**src/vn2d_fifo.sv**
```systemverilog
module vn2d_fifo #(
    parameter int WIDTH = 8
) (
    input  logic             aclk,
    input  logic             aresetn,
    input  logic             wr_valid,
    output logic             wr_ready,
    input  logic [WIDTH-1:0] wr_data,
    output logic             rd_valid,
    input  logic             rd_ready,
    output logic [WIDTH-1:0] rd_data
);

    logic [WIDTH-1:0] mem_reg [0:1];
    logic             wr_ptr_reg, rd_ptr_reg;
    logic [1:0]       count_reg;
    logic             push, pop;

    assign wr_ready = (count_reg != 2'd2);
    assign rd_valid = (count_reg != 2'd0);
    assign push     = wr_valid && wr_ready;
    assign pop      = rd_valid && rd_ready;
    assign rd_data  = mem_reg[rd_ptr_reg];

    always_ff @(posedge aclk) begin
        if (!aresetn) begin
            wr_ptr_reg <= 1'b0;
            rd_ptr_reg <= 1'b0;
            count_reg  <= 2'd0;
        end else begin
            if (push) begin
                wr_ptr_reg <= ~wr_ptr_reg;
            end
            if (pop) begin
                rd_ptr_reg <= ~rd_ptr_reg;
            end
            if (push && !pop) begin
                count_reg <= count_reg + 2'd1;
            end else if (pop && !push) begin
                count_reg <= count_reg - 2'd1;
            end
        end
    end

    always_ff @(posedge aclk) begin
        if (push) begin
            mem_reg[wr_ptr_reg] <= wr_data;
        end
    end

endmodule

```
**config.mk**
```make
export PLATFORM = sky130hd
export DESIGN_NAME = vn2d_fifo
export DESIGN_NICKNAME = d
export VERILOG_FILES = /design/src/vn2d_fifo.sv
export SDC_FILE = /design/constraint.sdc
export NUM_CORES = 1
export LEC_CHECK = 0
export ABC_AREA = 1
export BUFFER_PORTS_ARGS = -buffer_cell sky130_fd_sc_hd__buf_4
export CAP_MARGIN = 20
export CORE_MARGIN = 3
export CORE_UTILIZATION = 43
export DETAILED_ROUTE_END_ITERATION = 6
export GPL_ROUTABILITY_DRIVEN = 0
export GPL_TIMING_DRIVEN = 0
export PLACE_DENSITY = 0.73
export SYNTH_ARGS = -nofsm -noshare
export SYNTH_HDL_FRONTEND = slang
export SYNTH_SLANG_ARGS = --single-unit
```
**constraint.sdc**
```tcl
create_clock -name aclk -period 2.1 [get_ports aclk]
set_input_delay 0.315 -clock aclk [delete_from_list [all_inputs] [get_ports aclk]]
set_output_delay 0.315 -clock aclk [all_outputs]
set_load 0.05 [all_outputs]
```
; After elaboration in Yosys (flattened, before gate mapping)
; Memories as Yosys holds them, arrays and structs flattened. A register that Yosys moved wholly into a read port is not among the register bits.
; Index checks and enable logic that the tools add are counted.
[classes]
bitwise = 2
mux = 6
eq_ne = 1
add_sub_neg = 2
n_reduce_logical = 8
[op_table]
columns = operator, count
row1 = $logic_and A1 B1 Y1, 4
row2 = $mux W1, 4
row3 = $mux W2, 2
row4 = $reduce_bool A2 Y1, 2
row5 = $add A2 B1 Y2 const B, 1
row6 = $logic_not A1 Y1, 2
row7 = $ne A2 B2 Y1 const B, 1
row8 = $not A1 Y1, 2
row9 = $sub A2 B1 Y2 const B, 1
[totals]
mem_bits_rw = 16
output_inout_bits = 10
inputBits = 12
ff_bits = 4
mem_count = 1
[memory_table]
columns = name, depth, width, rd, rd_clocked_by_memory_dff, wr, line_no
row1 = mem_reg, 2, 8, 1, 1, 1, 14  ; logic [WIDTH-1:0] mem_reg [0:1];

; Logic depth before layout (Yosys ltp)
[depth]
depth_word = 6
mapped_depth = 11

; Least setup slack after synthesis
; No wires, ideal clock.
[synth_timing]
path_kind = reg2reg
start = register count_reg[0]
end = memory mem_reg[1][0] (enable)
arrival_time_ns = 1.053
synth_period_minus_slack_ns = 1.424
setup_time_ns = 0.370
required_time_ns = 1.730
path_stages_with_launch = 5
path_slack_ns = 0.676
path_cell_list = dfxtp_1 inv_2 nand2_4 nand2_4 nor2_1
[synth_via]
elab_chain_len = 4
[synth_lines]
columns = element, line_no
row1 = from (decl), 16  ; logic [1:0] count_reg;
row2 = from (signal assigned), 38  ; count_reg <= count_reg + 2'd1;
row3 = from (signal assigned), 40  ; count_reg <= count_reg - 2'd1;
row4 = $ne A2 B2 Y1, 19  ; assign wr_ready = (count_reg != 2'd2);
row5 = via wr_ready, 7  ; output logic wr_ready,
row6 = $logic_and A1 B1 Y1, 21  ; assign push = wr_valid && wr_ready;
row7 = $mux W1, 46  ; if (push) begin
row8 = $mux W1 (not written as such), 47  ; mem_reg[wr_ptr_reg] <= wr_data;
row9 = to (decl), 14
; The timed path passes the listed nets, and every way through them passes these cells.

==> out/results.md <==
* 0.30 ns — clock latency of the later-clocked register in the worst-skew pair
* 0 — final hold violation count
* 0.000337 ns — clock tree skew after final layout
* 565 µW — net switching power
* 2020 µm — first-pass GRT wire length
* 1050 µm² — area of all placed cells without fillers
* 1300 nW/µm² — Pwr Density
* 15 — placement row count
* 50.1 µm — width of the die
* 2 — Clock Tree Buf Depth
* edfxtp_1 — dominant synthesized flop cell
* 1 — Clock H-tree levels
* clkbuf_4 — Clk Tree Root Cell
* 75 — Net Count, Synth
* 21 — clock sink count
* 16 x edfxtp_1, 8 x mux2_2, 8 x nor2_1 — commonest cells in the synthesized netlist
* 108 — number of placed instances with taps included
* 44.9% — proportion of power drawn by combinational gates
* 807 µW — Pint
* count_reg[0] — start of the worst register-to-register path
* reg -> out — Setup CP Type
* 21 — post-synthesis sequential element count
* 11.1% — GRT Total Usage
* 0.11 ns — clock-pin slew of the registers on the worst-case setup and hold paths
* 1 — Iter 0 DRT Violations
* 1.68 ns — clock period minus final worst setup slack
* 25.9% — area grow syn2layout
* 55.7% — relative max-transition margin
* output pin — element type at the critical path end
* 2 — iteration count of the initial detailed-routing pass
* 22 — number of I/O pins
* 1.78 ns — WP data required
* 18 — number of distinct library cell variants in the gate-level netlist after synthesis
* 4.62 — detailed-route vias per instance
* 57.5% — area share of the largest cell type after synthesis
* 945 µm — dpl hpwl
* 46.9% — Starting Density
* 0 — remaining routing DRC violations
* false — RSZ-0062 raised after global routing
* 8 — Critical Path Fanout Max
* 0 — antenna diode count
* met2 — most crowded layer after global routing
* 16 — Post-synth EDFFs
* 112 — number of non-filler instances in the completed layout
* 0 — number of warnings reported in the yosys synthesis log
* 0 ns — Setup Total Neg Slack
* flip-flop — kind of start point of the critical path
* 799 µV — maximum vdd drop
* 1370 µW — Tot Pwr
* 0 — grt total ovfl
* 10.9% — global routing usage on met1
* 0 — Resized Gates After CTS
* 155 — FILL cells
* complete, no violations — outcome
* 1020 µm² — Area after DPL
* 13 — pin count of the biggest net entering global routing
* 1780 µm² — Placeable Area
* 836 µm² — cell area after technology mapping
* 19.8% — met2 Use GR
* 0 — Slew Limit Fails
* 101 — net count reported at finish
* 0.192 ns — Hold WS
* 10.8% — share of synthesized area spent on multiplexers
* 0% — xor and xnor fraction of the mapped netlist area
* 3 — number of clock buffers inserted by TritonCTS
* 41.2% — Switching Share
* 3.63% — GR met3 Demand/Resource
* 21 — count of port buffers added during placement
* 69.5% — sequential area share after synthesis
* 496 — number of global-route vias before repair
* 1240 µm — detailed-route wire length
* 594 MHz — highest clock rate
* 11.1% — Synth Area in Simple Gates
* 50.1 µm — Die Span Y
* edfxtp_1 — top cell type by total area after synthesis
* 0 — final-report setup violation count
* in -> reg — class of the worst hold path
* 0 — max-cap violations
* edfxtp_1 57%, dfxtp_1 12%, mux2_2 11% — Area contributors post-synth
* 13.5 µm² — Mapped Avg Cell Area
* 1.37 ns — data arrival time of the worst path
* 0 — initial antenna violation count
* built — CTS tree
* 13.6% — part of the power in the clock network
* 0 — antenna-violating nets left
* 1.50% — post-synthesis adder-cell area fraction
* 0 — hold-fix buffer count after cts
* wr_data[2] — beginning of the worst hold path
* 2510 µm² — area enclosed by the die boundary
* 517 — detailed-route via count
* 46.0% — fraction of final layout cells with drive strength greater than 1
* simple AND/OR/NAND/NOR gates — largest family of logic cells by synthesized area
* 62 — gate count of the mapped netlist
* 16 — Largest register FFs
* 0 — Setup Fix Bufs, Post-CTS
* edfxtp_1 — top-count cell post-synth
* 0.662 ns — pin slew with the least headroom to its limit
* 2.84% — share of the synthesized area in compound gates (AO/OA/AOI/OAI)
* 0.000437 µW — Static Leak
* 0% — ys async rst share
* 80.2% — Period Utilization, post-route
* 11.1 µm — wire length per cell after detailed routing
* 41.5% — sequential group share of total power
-- final timing paths --
| path | end | slack, ns | depth (start not counted) |
|---|---|---|---|
| worst max-delay path | rd_data[1] | 0.42 | 3 |
| worst min-delay path | mem_reg[0][2] | 0.19 | 1 |
| worst max register to register | mem_reg[1][7] | 0.61 | 4 |
| worst min register to register | flip-flop | 0.51 | 2 |
-- per-stage QoR --
stage	util, %	setup slack, ns
floorplan	-	0.676
global placement	57.5	0.610
detailed placement	57.5	0.607
CTS	59.0	0.393
global route	59.0	0.354
finish	59.0	0.416
-- worst max-delay path: stages, from the launching register on --
cell     delay (ns)
dfxtp_1        0.32
buf_2          0.21
mux2_2         0.35
buf_4          0.19
-- final cells by class --
class                   instances  area, µm²  share of cell area [%]
flip-flops and latches         21        581                    55.2
clock inverters                 1       5.00                   0.476
multi-input cells              32        219                    20.8
inverters                       8       31.3                    2.97
repair buffers                 21        158                    15.0
well taps                      25       31.3                    2.97
clock buffers                   3       22.5                    2.14
plain buffers                   1       5.00                   0.476
-- logic make-up after synthesis --
family / Yosys count
adder cells (fa/ha/maj): 1
AO/OA/AOI/OAI: 4
flip-flops: 21
multiplexers: 8
buffers and inverters: 9
AND/OR/NAND/NOR: 19
-- per-layer routing --
layer,wire length [µm],share of wire [%],vias to the layer above
met4,32,2.6,0
met2,644,52,14
li1,-,-,261
met3,84,6.8,2
met5,0,0,-
met1,478,39,240
-- placed cells by master, fill, tap and decap left out, types with 2 or more instances in the layout --
cell type	n
buf_4	21
clkbuf_4	3
clkinv_2	2
dfxtp_1	5
edfxtp_1	16
inv_1	6
mux2_2	8
nand2_1	6
nand2_4	2
nor2_1	8
-- power groups by stage --
stage               Sequential, µW  Clock, µW  Combinational (µW)
floorplan                      570          0                 468
global placement               575          0                 610
detailed placement             580          0                 619
CTS                            570        196                 623
global route                   577        209                 665
finish                         569        187                 616
Note: power is estimated with default switching activity, not from simulation.
