File: src/vn2d_pkg.sv
package vn2d_pkg;

    localparam int IN_WIDTH_DEF = 16;
    localparam int OUT_FRAC_DEF = 14;

endpackage

File: src/vn2d_back.sv
module vn2d_back #(
    parameter int IN_WIDTH = vn2d_pkg::IN_WIDTH_DEF,
    parameter int OUT_FRAC = vn2d_pkg::OUT_FRAC_DEF
) (
    input  logic                  aclk,
    input  logic                  aresetn,
    input  logic                  i_valid,
    output logic                  i_ready,
    input  logic [2*IN_WIDTH-1:0] i_sum,
    input  logic [IN_WIDTH-1:0]   i_mag_x,
    input  logic [IN_WIDTH-1:0]   i_mag_y,
    input  logic                  i_neg_x,
    input  logic                  i_neg_y,
    output logic                  m_valid,
    input  logic                  m_ready,
    output logic [OUT_FRAC+1:0]   m_norm_x,
    output logic [OUT_FRAC+1:0]   m_norm_y,
    output logic [IN_WIDTH-1:0]   m_length,
    output logic                  m_was_zero
);

    localparam int LW = IN_WIDTH;      // root width
    localparam int SW = 2 * IN_WIDTH;  // radicand width
    localparam int RW = LW + 3;        // sqrt partial remainder
    localparam int QW = OUT_FRAC + 1;  // quotient bits, q <= 2^OUT_FRAC
    localparam int NW = OUT_FRAC + 2;

    logic en;

    // sqrt pipeline, one result bit per stage
    logic          sq_vld  [0:LW];
    logic [SW-1:0] sq_rad  [0:LW];
    logic [RW-1:0] sq_rem  [0:LW];
    logic [LW-1:0] sq_root [0:LW];
    logic [LW-1:0] sq_mx   [0:LW];
    logic [LW-1:0] sq_my   [0:LW];
    logic          sq_nx   [0:LW];
    logic          sq_ny   [0:LW];

    assign sq_vld[0]  = i_valid;
    assign sq_rad[0]  = i_sum;
    assign sq_rem[0]  = '0;
    assign sq_root[0] = '0;
    assign sq_mx[0]   = i_mag_x;
    assign sq_my[0]   = i_mag_y;
    assign sq_nx[0]   = i_neg_x;
    assign sq_ny[0]   = i_neg_y;

    for (genvar k = 0; k < LW; k++) begin : g_sqrt
        logic [RW-1:0] rem_sh, trial;
        logic          ge;

        assign rem_sh = {sq_rem[k][RW-3:0], sq_rad[k][SW-1:SW-2]};
        assign trial  = RW'({sq_root[k], 2'b01});
        assign ge     = (rem_sh >= trial);

        always_ff @(posedge aclk) begin
            if (!aresetn) begin
                sq_vld[k+1] <= 1'b0;
            end else if (en) begin
                sq_vld[k+1] <= sq_vld[k];
            end
        end

        always_ff @(posedge aclk) begin
            if (en) begin
                sq_rad[k+1]  <= sq_rad[k] << 2;
                sq_rem[k+1]  <= ge ? (rem_sh - trial) : rem_sh;
                sq_root[k+1] <= {sq_root[k][LW-2:0], ge};
                sq_mx[k+1]   <= sq_mx[k];
                sq_my[k+1]   <= sq_my[k];
                sq_nx[k+1]   <= sq_nx[k];
                sq_ny[k+1]   <= sq_ny[k];
            end
        end
    end

    // restoring division of (mag << OUT_FRAC) by the length, x and y side by side.
    // dividend high part is mag >> 1; the low bits bring in mag[0] and then zeros.
    logic          dv_vld [0:QW];
    logic [LW:0]   dv_rx  [0:QW];
    logic [LW:0]   dv_ry  [0:QW];
    logic [QW-1:0] dv_qx  [0:QW];
    logic [QW-1:0] dv_qy  [0:QW];
    logic          dv_bx  [0:QW];
    logic          dv_by  [0:QW];
    logic [LW-1:0] dv_len [0:QW];
    logic          dv_nx  [0:QW];
    logic          dv_ny  [0:QW];

    assign dv_vld[0] = sq_vld[LW];
    assign dv_rx[0]  = (LW+1)'(sq_mx[LW] >> 1);
    assign dv_ry[0]  = (LW+1)'(sq_my[LW] >> 1);
    assign dv_qx[0]  = '0;
    assign dv_qy[0]  = '0;
    assign dv_bx[0]  = sq_mx[LW][0];
    assign dv_by[0]  = sq_my[LW][0];
    assign dv_len[0] = sq_root[LW];
    assign dv_nx[0]  = sq_nx[LW];
    assign dv_ny[0]  = sq_ny[LW];

    for (genvar d = 0; d < QW; d++) begin : g_div
        logic [LW:0] shx, shy, dvs;
        logic        gex, gey;

        assign shx = {dv_rx[d][LW-1:0], dv_bx[d]};
        assign shy = {dv_ry[d][LW-1:0], dv_by[d]};
        assign dvs = {1'b0, dv_len[d]};
        assign gex = (shx >= dvs);
        assign gey = (shy >= dvs);

        always_ff @(posedge aclk) begin
            if (!aresetn) begin
                dv_vld[d+1] <= 1'b0;
            end else if (en) begin
                dv_vld[d+1] <= dv_vld[d];
            end
        end

        always_ff @(posedge aclk) begin
            if (en) begin
                dv_rx[d+1]  <= gex ? (shx - dvs) : shx;
                dv_ry[d+1]  <= gey ? (shy - dvs) : shy;
                dv_qx[d+1]  <= {dv_qx[d][QW-2:0], gex};
                dv_qy[d+1]  <= {dv_qy[d][QW-2:0], gey};
                dv_bx[d+1]  <= 1'b0;
                dv_by[d+1]  <= 1'b0;
                dv_len[d+1] <= dv_len[d];
                dv_nx[d+1]  <= dv_nx[d];
                dv_ny[d+1]  <= dv_ny[d];
            end
        end
    end

    // whole pipeline moves together; a stalled output holds every stage
    assign en      = !dv_vld[QW] || m_ready;
    assign i_ready = en;

    logic          zero;
    logic [NW-1:0] qx_ext, qy_ext;

    assign zero   = (dv_len[QW] == '0);
    assign qx_ext = NW'(dv_qx[QW]);
    assign qy_ext = NW'(dv_qy[QW]);

    assign m_valid    = dv_vld[QW];
    assign m_length   = dv_len[QW];
    assign m_was_zero = zero;
    assign m_norm_x   = zero ? '0 : (dv_nx[QW] ? (~qx_ext + 1'b1) : qx_ext);
    assign m_norm_y   = zero ? '0 : (dv_ny[QW] ? (~qy_ext + 1'b1) : qy_ext);

endmodule

File: config.mk
export PLATFORM = sky130hd
export DESIGN_NAME = vn2d_back
export DESIGN_NICKNAME = d
export VERILOG_FILES = /design/src/vn2d_pkg.sv /design/src/vn2d_back.sv
export SDC_FILE = /design/constraint.sdc
export NUM_CORES = 2
export LEC_CHECK = 0
export BUFFER_PORTS_ARGS = -buffer_cell sky130_fd_sc_hd__buf_2
export CORE_MARGIN = 8
export CORE_UTILIZATION = 60
export DETAILED_ROUTE_END_ITERATION = 6
export GPL_TIMING_DRIVEN = 1
export HOLD_SLACK_MARGIN = 0.02
export PLACE_DENSITY = 0.76
export RECOVER_POWER = 25
export SLEW_MARGIN = 20
export SYNTH_ARGS = -nofsm -noshare
export SYNTH_HDL_FRONTEND = slang
export SYNTH_SLANG_ARGS = --single-unit
File: constraint.sdc
create_clock -name aclk -period 82.5 [get_ports aclk]
set_clock_uncertainty 0.15 [all_clocks]
set_input_delay 8.25 -clock aclk [delete_from_list [all_inputs] [get_ports aclk]]
set_output_delay 8.25 -clock aclk [all_outputs]
set_load 0.02 [all_outputs]
## Word level (Yosys, flattened, before mapping)

Index checks and enable logic that the tools add are counted.

- Register bits: 2150
- Input port bits: 70
- Output and inout port bits: 51
- Logic and storage cells: 414

- Add/subtract/negate cells: 45
- Magnitude comparators: 46
- Multiplexer cells: 47
- Bitwise operators: 2
- Reductions and logical operators: 3

Operators with widths:

| cell | count |
|---|---|
| $mux W16 | 32 |
| $ge A17 B16 Y1 | 28 |
| $sub A16 B16 Y16 | 28 |
| $mux W17 | 14 |
| $add A16 B1 Y16 const B | 2 |
| $ge A16 B16 Y1 | 2 |
| $not A15 Y16 | 2 |
| $ge A19 B10 Y1 | 1 |
| $ge A19 B11 Y1 | 1 |
| $ge A19 B12 Y1 | 1 |
| $ge A19 B13 Y1 | 1 |
| $ge A19 B14 Y1 | 1 |
| $ge A19 B15 Y1 | 1 |
| $ge A19 B16 Y1 | 1 |
| $ge A19 B17 Y1 | 1 |
| $ge A19 B3 Y1 | 1 |
| $ge A19 B4 Y1 | 1 |
| $ge A19 B5 Y1 | 1 |
| $ge A19 B6 Y1 | 1 |
| $ge A19 B7 Y1 | 1 |
| $ge A19 B8 Y1 | 1 |
| $ge A19 B9 Y1 | 1 |
| $sub A17 B10 Y17 | 1 |
| $sub A17 B11 Y17 | 1 |
| other kinds (18) | 18 |

## Logic depth before layout (Yosys ltp)

- Word-level depth: 4
- Depth in mapped cells: 13

## Worst setup path after synthesis

Ideal clock, no wire load.

- Kind: in2out
- Start: input m_ready
- End: output i_ready
- Arrival time: 65654 ps
- Required time: 74100 ps
- Slack: 8446 ps
- Stages: 3
- Buffers on the path: 1
- Cells stage by stage: nor2b_1 > inv_1 > clkbuf_1

- Word-level cells in the longest chain between the ends: 1

RTL lines:

| element | line | source |
|---|---|---|
| start: declaration | vn2d_back.sv:15 | `input logic m_ready,` |
| $logic_or A1 B1 Y1 | vn2d_back.sv:136 | `assign en = !dv_vld[QW] \|\| m_ready;` |
| end: declaration | vn2d_back.sv:8 | `output logic i_ready,` |

No other way between the ends.

## Final worst setup path

Same ends and word-level chain as after synthesis.

==> results.sh <==
export IMPL_synth_flop_cell="edfxtp_1"
export IMPL_synth_seq_area_share=0.626
export IMPL_cts_clk_slew_worst_paths_ns=0.06
export IMPL_placed_area_um2=106000
export IMPL_synth_top_family_by_area="compound AO/OA/AOI/OAI gates"
export IMPL_drv_slew=0
export IMPL_overflow=0
export IMPL_timing_final_crit_share=0.216
export IMPL_cts_buffer_depth=3
export IMPL_synth_async_reset_ratio=0
export IMPL_crit_path_cell_trace="buf_2 > nor2b_2 > buf_4 > inv_8 > buf_2"
export IMPL_setup_viol=0
export IMPL_grt_pass1_vias=59900
export IMPL_ir_drop_mv=0.0261
export IMPL_p_int_mw=2.51
export IMPL_hold_buffers=0
export IMPL_rows=151
export IMPL_avgViaCountPerCell=5.86
export IMPL_maxCapViolations=0
export IMPL_critPathKind="primary input to primary output"
export IMPL_clock_latency_ns=0.87
export IMPL_synth_cells=7715
export IMPL_tns_ns=0
export IMPL_design_area_um2=113000
export IMPL_die_area_um2=184000
export IMPL_p_leak_nw=47.4
export IMPL_firstDrtPassIters=6
export IMPL_min_period_ns=17.84
export IMPL_r2r_start="m_valid"
export IMPL_via_count=60800
export IMPL_synth_most_common_cell="edfxtp_1"
export IMPL_worstMarginPinSlew_ns=1.15
export IMPL_worstPathMaxFanout=114
export IMPL_switchingPower_mw=1.12
export IMPL_ys_ff_latch=2146
export IMPL_r2r_cells=8
export IMPL_ys_top_cells_by_count="2,115 x edfxtp_1, 632 x ha_1, 576 x inv_1"
export IMPL_cp_start_kind="primary input"
export IMPL_max_slew_margin_rel=0.230
export IMPL_antenna_found_initial=4
export IMPL_p_comb_frac=0.264
export IMPL_nets=8690
export IMPL_synthSimpleGateAreaFrac=0.0908
export IMPL_synth_compound_area_frac=0.0998
export IMPL_max_freq_mhz=56.1
export IMPL_cp_required_ns=74.10
export IMPL_muxShareOfSynthArea=0.0340
export IMPL_grt_pass1_wl_um=325000
export IMPL_pwr_share_clk=0.277
export IMPL_routedWlPerCell_um=19.9
export IMPL_r2r_slack_ns=76.38
export IMPL_drt_iter0_drc=4836
export IMPL_drc_errors=0
export IMPL_postRouteAntennaNets=0
export IMPL_synth_top_area_cell="edfxtp_1"
export IMPL_total_power_mw=3.63
export IMPL_fillCellCount=11900
export IMPL_rsz0062_at_grt="no"
export IMPL_min_path_cells=0
export IMPL_cts_made_buffers=209
export IMPL_avgSynthCellArea_um2=13.3
export IMPL_critPathMaxStageDelay_ns=0.51
export IMPL_routabilityCongestion=0.917
export IMPL_cp_buffers_inverters=4
export IMPL_syn_to_final_growth_pct=10.3
export IMPL_yosys_area_share_adder=0.0827
export IMPL_dp_hpwl_um=144000
export IMPL_cts_root_buffer="clkbuf_16"
export IMPL_slowest_stage="inv_8"
export IMPL_initial_core_util=0.604
export IMPL_r2r_end="dv_len[173]"
export IMPL_clkSinkCount=2146
export IMPL_netlist_area_um2=102000
export IMPL_synth_nets=8445
export IMPL_postCtsSetupBuffers=0
export IMPL_cts_tree="yes"
export IMPL_cp_common_cell="buf_2"
export IMPL_pin_count=121
export IMPL_netlist_area_leader_share=0.620
export IMPL_htree_levels=4
export IMPL_io_buffers=120
export IMPL_status="finished, final reports clean"
export IMPL_min_to="sq_rad[93]"
export IMPL_whs_ns=0.236
export IMPL_power_frac_seq=0.459
export IMPL_yosysWarnings=0
export IMPL_end_kind="primary output"
export IMPL_ys_types=103
export IMPL_dieWidth_um=429
export IMPL_p_per_area_nw_per_um2=32.1
export IMPL_synthTopCellsByArea="edfxtp_1 62%, ha_1 7.7%, mux2_2 2.7%"
export IMPL_synthXorXnorAreaFrac=0.0389
export IMPL_cts_resized=0
export IMPL_crit_arrival_ns=9.44
export IMPL_hold_viol=0
export IMPL_cpLargestDelayFamily="buffers and inverters"
export IMPL_totalWireLength_um=206000
export IMPL_final_layout_size_suffix_gt1_frac=0.108
export IMPL_die_y_um=429
export IMPL_core_um2=169000
export IMPL_hold_path_startpoint="sq_rad[123]"
export IMPL_synth_edf_count=2115
export IMPL_grt_start_max_net_pins=210
export IMPL_hold_path_class="flip-flop to flip-flop"
export IMPL_swShare=0.308
export IMPL_track_usage=0.218
-- cell families (layout without fill, tap and decap cells) --
| group | after synthesis | after routing |
|---|---|---|
| AOI/OAI and AO/OA | 1552 | 1552 |
| xor gates and xnor gates | 455 | 455 |
| adders and majority gates | 660 | 660 |
| buffers and inverters | 707 | 1133 |
| DFF | 2146 | 2146 |
| muxes | 306 | 306 |
| other | 1 | 2 |
| and+or+nand+nor | 1888 | 1888 |
-- per-layer routing --
metal / GRT usage / vias to the layer above / wire length, um
met2: 0.372 / 1530 / 100000
met1: 0.288 / 29500 / 89300
met4: 0.0716 / 2 / 6670
li1: - / 29400 / -
met3: 0.0338 / 368 / 9570
met5: 0 / - / 13
-- flip-flops by register name, summed over array words and instances, names as in the netlist, 15 cells and up --
register,flops
dv_ny,16
sq_ny,15
dv_vld,15
sq_mx,240
sq_rad,210
dv_ry,239
dv_rx,239
dv_qy,120
sq_nx,15
dv_qx,120
m_length,16
sq_my,240
dv_nx,16
g_sqrt.trial,120
dv_len,240
sq_vld,15
g_sqrt.rem_sh,267
-- how the worst max path moves through the flow --
stage / start / slack, ns / to / cells after the start
2_1_floorplan: m_ready / 8.45 / i_ready / 3
5_1_grt: m_ready / 64.51 / i_ready / 5
4_1_cts: m_ready / 64.58 / i_ready / 5
3_3_place_gp: m_ready / 64.57 / i_ready / 5
3_5_place_dp: m_ready / 64.57 / i_ready / 5
6_report: m_ready / 64.66 / i_ready / 5
-- cells in the final DEF, fill, tap and decap left out, types with 120 or more instances in the layout --
cell       instances
a21o_1           170
a21oi_1          355
buf_2            120
clkbuf_16        209
edfxtp_1        2115
ha_1             632
inv_1            575
mux2_2           243
nand2_1          513
nor2_1           439
nor2b_1          126
nor3_1           188
o21ai_0          354
xnor2_1          282
xor2_1           173
-- stage by stage --
step / utilization / setup WS, ns / cells
after floorplan: - / 8.45 / 7715
after global placement: 0.623 / 64.57 / 9966
after detailed placement: 0.623 / 64.57 / 9966
after CTS: 0.666 / 64.58 / 10400
after global routing: 0.666 / 64.51 / 10400
final: 0.666 / 64.66 / 10400
-- layout make-up --
type                       count  area, um^2  area share
timing repair buffer         158         955     0.00845
antenna                        1        2.50   0.0000222
sequential                  2146       64100       0.568
tap                         2218        2780      0.0246
multi-input combinational   4862       35500       0.314
clock buffer                 232        5320      0.0471
clock inverter               160        2050      0.0181
inverter                     583        2200      0.0194
-- power groups by stage --
stage	logic [mW]	clock network (mW)	registers [mW]
2_1_floorplan	0.738	0	1.61
3_3_place_gp	0.919	0	1.68
5_1_grt	1.06	1.07	1.69
6_report	0.957	1.01	1.67
3_5_place_dp	0.943	0	1.69
4_1_cts	0.953	1.03	1.67
-- worst reg2reg max path: stages (launching register included) --
cell and delay [ns]:
dfxtp_1 0.30, nor2b_2 0.14, buf_4 0.24, inv_8 0.51
buf_4 0.91, buf_12 0.79, buf_4 0.87, buf_4 0.88
buf_4 0.82
Note: power is estimated with default switching activity, not from simulation.
