## config.mk

```make
export PLATFORM = sky130hd
export DESIGN_NAME = vn2d_front
export DESIGN_NICKNAME = d
export VERILOG_FILES = /design/src/vn2d_pkg.sv /design/src/vn2d_front.sv
export SDC_FILE = /design/constraint.sdc
export NUM_CORES = 1
export LEC_CHECK = 0
export BUFFER_PORTS_ARGS = -buffer_cell sky130_fd_sc_hd__buf_2
export CORE_MARGIN = 1.5
export CORE_UTILIZATION = 40
export CTS_CLUSTER_DIAMETER = 120
export CTS_CLUSTER_SIZE = 8
export DETAILED_ROUTE_END_ITERATION = 8
export MAX_ROUTING_LAYER = met4
export PLACE_DENSITY = 0.62
export SYNTH_ARGS = -nofsm -noshare
export SYNTH_HDL_FRONTEND = slang
export SYNTH_SLANG_ARGS = --single-unit
```

## constraint.sdc

```tcl
create_clock -name aclk -period 10.6 [get_ports aclk]
set_input_delay 0.53 -clock aclk [delete_from_list [all_inputs] [get_ports aclk]]
set_output_delay 0.53 -clock aclk [all_outputs]
set_load 0.02 [all_outputs]
```

## src/vn2d_pkg.sv

```systemverilog
package vn2d_pkg;

    localparam int IN_WIDTH_DEF = 16;
    localparam int OUT_FRAC_DEF = 14;

endpackage

```

## src/vn2d_front.sv

```systemverilog
module vn2d_front #(
    parameter int IN_WIDTH = vn2d_pkg::IN_WIDTH_DEF
) (
    input  logic                  aclk,
    input  logic                  aresetn,
    input  logic                  s_valid,
    output logic                  s_ready,
    input  logic [IN_WIDTH-1:0]   s_vec_x,
    input  logic [IN_WIDTH-1:0]   s_vec_y,
    output logic                  o_valid,
    input  logic                  o_ready,
    output logic [2*IN_WIDTH-1:0] o_sum,
    output logic [IN_WIDTH-1:0]   o_mag_x,
    output logic [IN_WIDTH-1:0]   o_mag_y,
    output logic                  o_neg_x,
    output logic                  o_neg_y
);

    localparam int SW = 2 * IN_WIDTH;

    logic                valid_reg;
    logic [SW-1:0]       sum_reg;
    logic [IN_WIDTH-1:0] mag_x_reg, mag_y_reg;
    logic                neg_x_reg, neg_y_reg;

    logic                neg_x, neg_y;
    logic [IN_WIDTH-1:0] mag_x, mag_y;
    logic [SW-1:0]       sq_x, sq_y;

    // magnitude of the most negative value wraps to 2^(W-1), which is exact unsigned
    assign neg_x = s_vec_x[IN_WIDTH-1];
    assign neg_y = s_vec_y[IN_WIDTH-1];
    assign mag_x = neg_x ? (~s_vec_x + 1'b1) : s_vec_x;
    assign mag_y = neg_y ? (~s_vec_y + 1'b1) : s_vec_y;
    assign sq_x  = SW'(mag_x) * SW'(mag_x);
    assign sq_y  = SW'(mag_y) * SW'(mag_y);

    assign s_ready = !valid_reg || o_ready;

    always_ff @(posedge aclk) begin
        if (!aresetn) begin
            valid_reg <= 1'b0;
        end else if (s_ready) begin
            valid_reg <= s_valid;
        end
    end

    always_ff @(posedge aclk) begin
        if (s_ready && s_valid) begin
            sum_reg   <= sq_x + sq_y;
            mag_x_reg <= mag_x;
            mag_y_reg <= mag_y;
            neg_x_reg <= neg_x;
            neg_y_reg <= neg_y;
        end
    end

    assign o_valid = valid_reg;
    assign o_sum   = sum_reg;
    assign o_mag_x = mag_x_reg;
    assign o_mag_y = mag_y_reg;
    assign o_neg_x = neg_x_reg;
    assign o_neg_y = neg_y_reg;

endmodule

```

[After elaboration in Yosys (flattened, before gate mapping)]
Cells that the tools add are included.
Storage, ports and cells
  bits of input ports: 36
  logic and storage cells: 18
  register bits: 67
Operators by class
  add/sub/neg operators: 3
  $mul: 2
  bitwise operators: 2
  muxes and demuxes: 2
  reduce and logical (&&, ||, !) cells: 3
Operators by type and width (number)
  $mul 16x16->32: 2
  $add 16x1->16 const B: 2
  $add 32x32->32: 1
  $mux 16: 2
  $not 16->16: 2
  $logic_and 1x1->1: 1
  $logic_not 1->1: 1
  $logic_or 1x1->1: 1

[Depth between registers and ports, before layout]
Gate-level depths: netlist of run 1.
  depth in word-level cells: 5
  mapped depth: 34

[Worst setup path before layout of run 1]
OpenSTA, ideal clock, no wires.
  kind: in2reg
  start: in s_vec_x[0]
  end: reg sum_reg[31], in the netlist o_sum[31] (data pin)
  data required time: 10327 ps
  setup time: 273 ps
  arrival: 8701 ps
  path buffers: 2
  slack: 1626 ps
  stages: 29
  path through: inv_1 clkbuf_1 ha_1 or3b_1 or3_1 clkbuf_1 o31ai_1 xor2_1 clkinv_1 nand2_1 inv_1 fa_1 inv_1 fa_1 fa_1 fa_1 inv_1 fa_1 fa_1 fa_1 fa_1 ha_1 a221o_1 o21ai_0 a31o_2 a21oi_1 o41a_1 o32ai_1 a311oi_1
On the way
  longest elaborated chain between the ends: 5
RTL lines
  from (decl): RTL line vn2d_front.sv:8  | input logic [IN_WIDTH-1:0] s_vec_x,
  $not 16->16: RTL line vn2d_front.sv:33  | assign mag_x = neg_x ? (~s_vec_x + 1'b1) : s_vec_x;
  $add 16x1->16: RTL line vn2d_front.sv:33
  $mux 16: RTL line vn2d_front.sv:33
  net mag_x[12]: RTL line vn2d_front.sv:27  | logic [IN_WIDTH-1:0] mag_x, mag_y;
  $mul 16x16->32: RTL line vn2d_front.sv:35  | assign sq_x = SW'(mag_x) * SW'(mag_x);
  $add 32x32->32: RTL line vn2d_front.sv:50  | sum_reg <= sq_x + sq_y;
  to (signal assigned): RTL line vn2d_front.sv:50
  to (decl): RTL line vn2d_front.sv:22  | logic [SW-1:0] sum_reg;
The timed path passes the listed nets, and every way through them passes these cells.
A chain may end at the register's enable or synchronous reset.

[Worst setup path after layout of run 1]
Ends and elaborated chain as after synthesis.

==> key figures, run 1 <==
Status
  – Status: finished, final reports clean

GRT
  – First-pass GRT wire length: 67200 um
  – Vias in the first global route: 12900
  – Largest net degree at the start of global routing: 48
  – Initial antenna violation count: 0
  – Gr ovfl total: 0
  – GR Util All Layers: 21.1%

Layout
  – Ratio of cells with drive above 1 in the final layout: 9.40%
  – N_diodes: 0
  – Layout Nets: 2452
  – Layout Area Growth over Synthesis: 10.6%

STA
  – Minimum clock period: 9.77 ns
  – Rel. slew slack: 45.4%
  – F_max: 102 MHz
  – Clk_skew: 0.0115 ns
  – Slew @ Worst Pin: 0.814 ns
  – Final Setup Violations: 0
  – RSZ-0062 raised after global routing: no
  – Final Cycle Share: 92.2%
  – Setup TNS: 0 ns
  – Endpoints failing hold: 0
  – Fin. max-slew vios: 0

Clocking
  – Reg clk slew, reported paths: 0.07 ns
  – PostCTS Resize Cnt: 0
  – CTS tree: done
  – Hold buffer count at CTS: 0
  – Setup bufs post-CTS: 0
  – Clock Root Buffer: clkbuf_16
  – H-tree Lvls: 3
  – Clk buf depth: 2
  – Total CTS buffers: 9
  – Sink Count: 67
  – Clk Latency, worst-skew pair: 0.39 ns

Floorplanning
  – Initial Utilization: 40.9%
  – Core box area: 41100 sq um
  – Die Wd: 208 um
  – Ports: 104
  – Row cnt: 74
  – Die span in y: 208 um
  – Die area: 43200 sq um

Critical path
  – CP max stage delay: 0.65 ns
  – CP endpoint kind: flip-flop
  – CP max-delay cell: xnor2_1
  – Crit path from: s_vec_x[0]
  – Crit-path max FO: 12
  – Reg2Reg Launch Point: o_valid
  – Critical Path AT: 9.90 ns
  – Nature of the critical path startpoint: primary input
  – Cell mode on critical path: fa_1
  – Critical Path RT: 10.73 ns
  – Setup CP Type: in2reg

Synth
  – Synthesized area: 16800 sq um
  – Post-synth ARST share: 0%
  – Count leader, synth: inv_1
  – Synthesis-stage register bit count: 67
  – Syn Area/Cell: 9.91 sq um
  – Cell taking the most area after synthesis: fa_1
  – Top-area cell type share of the netlist area: 45.8%
  – Post-synth cell types: 51
  – Post-Syn Instances: 1694
  – Post-synth EDFFs: 66
  – Yosys warns: 0
  – Top post-synthesis cells by area: fa_1 46%, ha_1 14%, edfxtp_1 12%
  – Post-synth top cells: 519 x inv_1, 384 x fa_1, 185 x ha_1, 144 x nor2_1, 120 x nand2_1
  – Post-synthesis sequential area ratio: 11.9%
  – Dominant synthesized flop cell: edfxtp_1

Placed design
  – IO Port Bufs: 103
  – GPL Wtd Cong: 0.945
  – Detail Placement HPWL: 36100 um

Drt
  – Via count: 11600
  – Number of remaining DRC errors: 0
  – Drt first pass iters: 7
  – Initial DRC count: 574
  – Drt wl/cell: 17.4 um
  – Final WL: 41400 um
  – Vias per cell: 4.86
  – Antenna viol nets, final: 0

Hold path
  – HP Class: in2reg
  – Hold path startpoint: aresetn

Run
  – Max-cap violation count: 0
[kinds of logic (layout without fill, tap and decap cells)]
family	count (synthesis)	after routing	share of synthesized area, %
and+or+nand+nor	331	331	8.43
muxes	2	2	0.134
AOI/OAI and AO/OA	103	103	4.11
other	2	24	0.0447
DFF	67	67	11.9
xor gates and xnor gates	64	64	3.38
buffers and inverters	556	692	12.4
adders and majority gates	569	569	59.6
[per-layer routing]
metal	GRT usage, %	part of all wire (%)	up-vias
met5	-	0	-
met4	8.43	3.7	0
met3	3.22	4.4	75
met2	37.6	54	289
met1	23.7	37	5944
li1	-	-	5287
[placed cells by master, fill, tap and decap left out, drive strengths merged, types with 3 or more instances in the layout]
cell | netlist | routed
or2 | 4 | 4
o211ai | 3 | 3
nor3b | 4 | 4
clkinv | 12 | 14
a21o | 15 | 15
or4 | 6 | 6
ha | 185 | 185
and2 | 7 | 7
conb | 2 | 24
o21bai | 4 | 4
o41ai | 4 | 4
o21ai | 17 | 17
o21a | 6 | 6
nor3 | 12 | 12
a31oi | 3 | 3
xor2 | 27 | 27
nand2b | 6 | 6
o311a | 3 | 3
inv | 521 | 525
buf | 0 | 143
a21oi | 26 | 26
nor2b | 4 | 4
edfxtp | 66 | 66
o31ai | 7 | 7
nand2 | 120 | 120
clkbuf | 23 | 9
nand3 | 8 | 8
o31a | 4 | 4
fa | 384 | 384
or3 | 9 | 9
nor2 | 144 | 144
xnor2 | 37 | 37
[through the flow]
stage / area, sq um / cells / util [%] / hold slack (ns) / setup slack (ns)
2_1_floorplan: 16900 / 1716 / - / 0.629 / 1.63
3_3_place_gp: 18300 / 2368 / 44.5 / 0.509 / 0.898
3_5_place_dp: 18300 / 2368 / 44.5 / 0.525 / 0.566
4_1_cts: 18600 / 2384 / 45.2 / 0.367 / 1.01
5_1_grt: 18600 / 2384 / 45.2 / 0.376 / 0.451
6_report: 18600 / 2384 / 45.2 / 0.385 / 0.825
[state kept, by name, indices dropped and copies added (netlist names)]
register,flops
o_mag_y,16
o_neg_y,1
o_mag_x,16
o_sum,32
o_valid,1
o_neg_x,1
[path summary, 6_finish.rpt]
path / endpoint / cells past startpoint / slack [ns]
max: o_sum[31] / 28 / 0.83
min: o_valid / 2 / 0.38
max reg2reg: o_mag_y[3] / 3 / 8.76
min reg2reg: o_valid / 2 / 0.53
[worst max-delay path, delay by kind of cell]
family                   cells  cell delay, ns
adder cells (fa/ha/maj)     10            4.59
AO/OA/AOI/OAI                8            2.06
buffers and inverters        6            1.05
AND/OR/NAND/NOR              3            1.00
XOR/XNOR                     1            0.65
[layout make-up]
| class | instances | area, sq um |
|---|---|---|
| inverters | 533 | 2000 |
| multi-input cells | 1093 | 12800 |
| flip-flops and latches | 67 | 2000 |
| fillers | 4017 | 22500 |
| repair buffers | 143 | 816 |
| clock inverters | 7 | 67.6 |
| well taps | 532 | 666 |
| clock buffers | 9 | 225 |
Power of run 1 is left out: the tool's default activity adds up to more than one toggle a clock period on the data nets, which glitch-free logic cannot reach.
==> run 2: changes to the inputs <==
==> constraint.sdc (replaced) <==
create_clock -name aclk -period 10.6 [get_ports aclk]
set_input_delay 2.12 -clock aclk [delete_from_list [all_inputs] [get_ports aclk]]
set_output_delay 2.12 -clock aclk [all_outputs]
set_load 0.02 [all_outputs]
==> key figures, run 2 (synthesis gave the netlist of run 1 again) <==
Status
  – Status: finished, final reports clean

Run
  – Max-cap violation count: 0 (unchanged)

Clocking
  – Clk buf depth: 2 (unchanged)
  – Sink Count: 67 (unchanged)
  – Total CTS buffers: 9 (unchanged)
  – H-tree Lvls: 3 (unchanged)
  – Clock Root Buffer: clkbuf_16
  – CTS tree: done
  – Reg clk slew, reported paths: 0.06 ns (about the same)
  – Clk Latency, worst-skew pair: 0.38 ns (about the same)

Layout
  – Commonest cells after routing, fill and taps aside: 519 x inv_1, 383 x fa_1, 182 x ha_1, 143 x nor2_1, 119 x nand2_1
  – Area of the multi-input gates: 12900 sq um (+0.87%)
  – Register Area: 2000 sq um (unchanged)
  – N_diodes: 0 (unchanged)
  – Core Util, Final: 46.8% (+1.7 points)
  – Ratio of cells with drive above 1 in the final layout: 13.4% (+4.0 points)
  – Final instance area: 19300 sq um (+3.7%)
  – Non-filler cells, final: 2452 (+2.9%)
  – Max FFs per register: 32 (unchanged)
  – Most common cell after layout, fill and taps aside: inv_1
  – Layout Area Growth over Synthesis: 14.6%
  – Layout Nets: 2520 (+2.8%)
  – Fillers: 3960 (-1.4%)

GRT
  – Initial antenna violation count: 1 (+1)
  – Vias in the first global route: 13400 (+3.7%)
  – Gr ovfl total: 0 (unchanged)
  – Largest net degree at the start of global routing: 67 (+40%)
  – First-pass GRT wire length: 66800 um (-0.53%)
  – GR Util All Layers: 20.8% (-0.29 points)

Floorplanning
  – Die area: 43200 sq um (unchanged)
  – Ports: 104 (unchanged)
  – Row cnt: 74 (unchanged)
  – Core box area: 41100 sq um (unchanged)
  – Initial Utilization: 40.9% (unchanged)
  – Die span in y: 208 um (unchanged)
  – Die Wd: 208 um (unchanged)

Drt
  – Initial DRC count: 653 (+14%)
  – Antenna viol nets, final: 0 (unchanged)
  – Final WL: 41100 um (-0.72%)
  – Number of remaining DRC errors: 0 (unchanged)
  – Drt first pass iters: 5 (-2)
  – Drt wl/cell: 16.8 um (-3.5%)
  – Via count: 11800 (+2.0%)
  – Vias per cell: 4.82 (-0.82%)

Critical path
  – Critical Path RT: 10.80 ns (+0.07 ns)
  – R2R Path End: o_mag_y[6]
  – Cell mode on critical path: fa_1
  – R2R Setup Slk: 8.89 ns (+0.13 ns)
  – CP max-delay cell: fa_1
  – CP endpoint kind: flip-flop
  – CP max stage delay: 0.56 ns (-0.09 ns)
  – Setup CP Type: in2reg
  – Reg2Reg Launch Point: o_valid
  – Critical Path AT: 10.46 ns (+0.56 ns)
  – Nature of the critical path startpoint: primary input
  – R2R cell count: 3 (unchanged)
  – Crit-path max FO: 7 (-5)

STA
  – F_max: 97.5 MHz (-4.7%)
  – Minimum clock period: 10.26 ns (+0.481 ns)
  – Fin. max-slew vios: 0 (unchanged)
  – Final Cycle Share: 96.7% (+4.5 points)
  – Final Setup Violations: 0 (unchanged)
  – Clk_skew: 0.00922 ns (-0.00226 ns)
  – Slew @ Worst Pin: 0.963 ns (+0.150 ns)
  – Setup ws final: 0.345 ns (-0.481 ns)
  – Endpoints failing hold: 0 (unchanged)
  – Rel. slew slack: 35.8% (-9.6 points)

Hold path
  – HP Class: reg2reg
  – Hold path depth: 2 (unchanged)
  – Hold path startpoint: o_valid
  – Hold endpoint: o_valid

Placed design
  – Area after DPL: 18800 sq um (+2.8%)
  – Detail Placement HPWL: 36100 um (-0.13%)
  – Placed Cells: 2433 (+2.7%)
  – Setup Slack @ Placement: -0.443 ns (-1.01 ns)
  – GPL Wtd Cong: 0.889 (-5.9%)
  – IO Port Bufs: 103 (unchanged)
[run 2: metal layers]
layer  track usage [%]  up-vias  part of all wire, %
met5                 -        -                    0
met4              8.48        0                  3.9
met3              2.45       85                  3.4
met2              37.3      235                   54
met1              23.6     6084                   38
li1                  -     5424                    -
[run 2: timing repair]
action | in CTS | in global routing
endpoints found under the setup margin | 1 | 11
resized for setup | 1 | 18
setup buffers | 0 | 3
pin swaps | 0 | 8
hold buffers | 0 | 0
[run 2: metrics by stage]
stage	hold WS, ns	TNS (ns)
2_1_floorplan	0.750	0
3_3_place_gp	0.506	-0.370
3_5_place_dp	0.531	-1.37
4_1_cts	0.540	0
5_1_grt	0.590	-0.00739
6_report	0.535	0
[run 2: cell type report]
| cell class | count | share of cell area [%] |
|---|---|---|
| Multi-Input combinational cell | 1093 | 67.0 |
| Sequential cell | 67 | 10.4 |
| Inverter | 533 | 10.4 |
| Timing Repair Buffer | 211 | 7.02 |
| Tap cell | 532 | 3.46 |
| Clock buffer | 9 | 1.17 |
| Clock inverter | 7 | 0.552 |
[run 2: critical path: cells and delay by family]
family / cells / cell delay, ns
AOI/OAI and AO/OA: 7 / 1.53
xor gates and xnor gates: 1 / 0.30
adders and majority gates: 10 / 4.53
buffers and inverters: 8 / 0.76
and+or+nand+nor: 5 / 1.21
[run 2: worst max-delay path by stage]
stage	from	end	slack [ns]	cells after the start
after floorplan	s_vec_x[0]	o_sum[31]	0.04	29
after CTS	s_vec_x[0]	o_sum[31]	0.03	29
final	s_vec_x[0]	o_sum[31]	0.34	31
after global placement	s_vec_x[0]	o_sum[31]	-0.19	31
after detailed placement	s_vec_x[0]	o_sum[31]	-0.44	31
after global routing	s_vec_x[0]	o_sum[31]	-0.007	29
Power of run 2 is left out for the same reason.
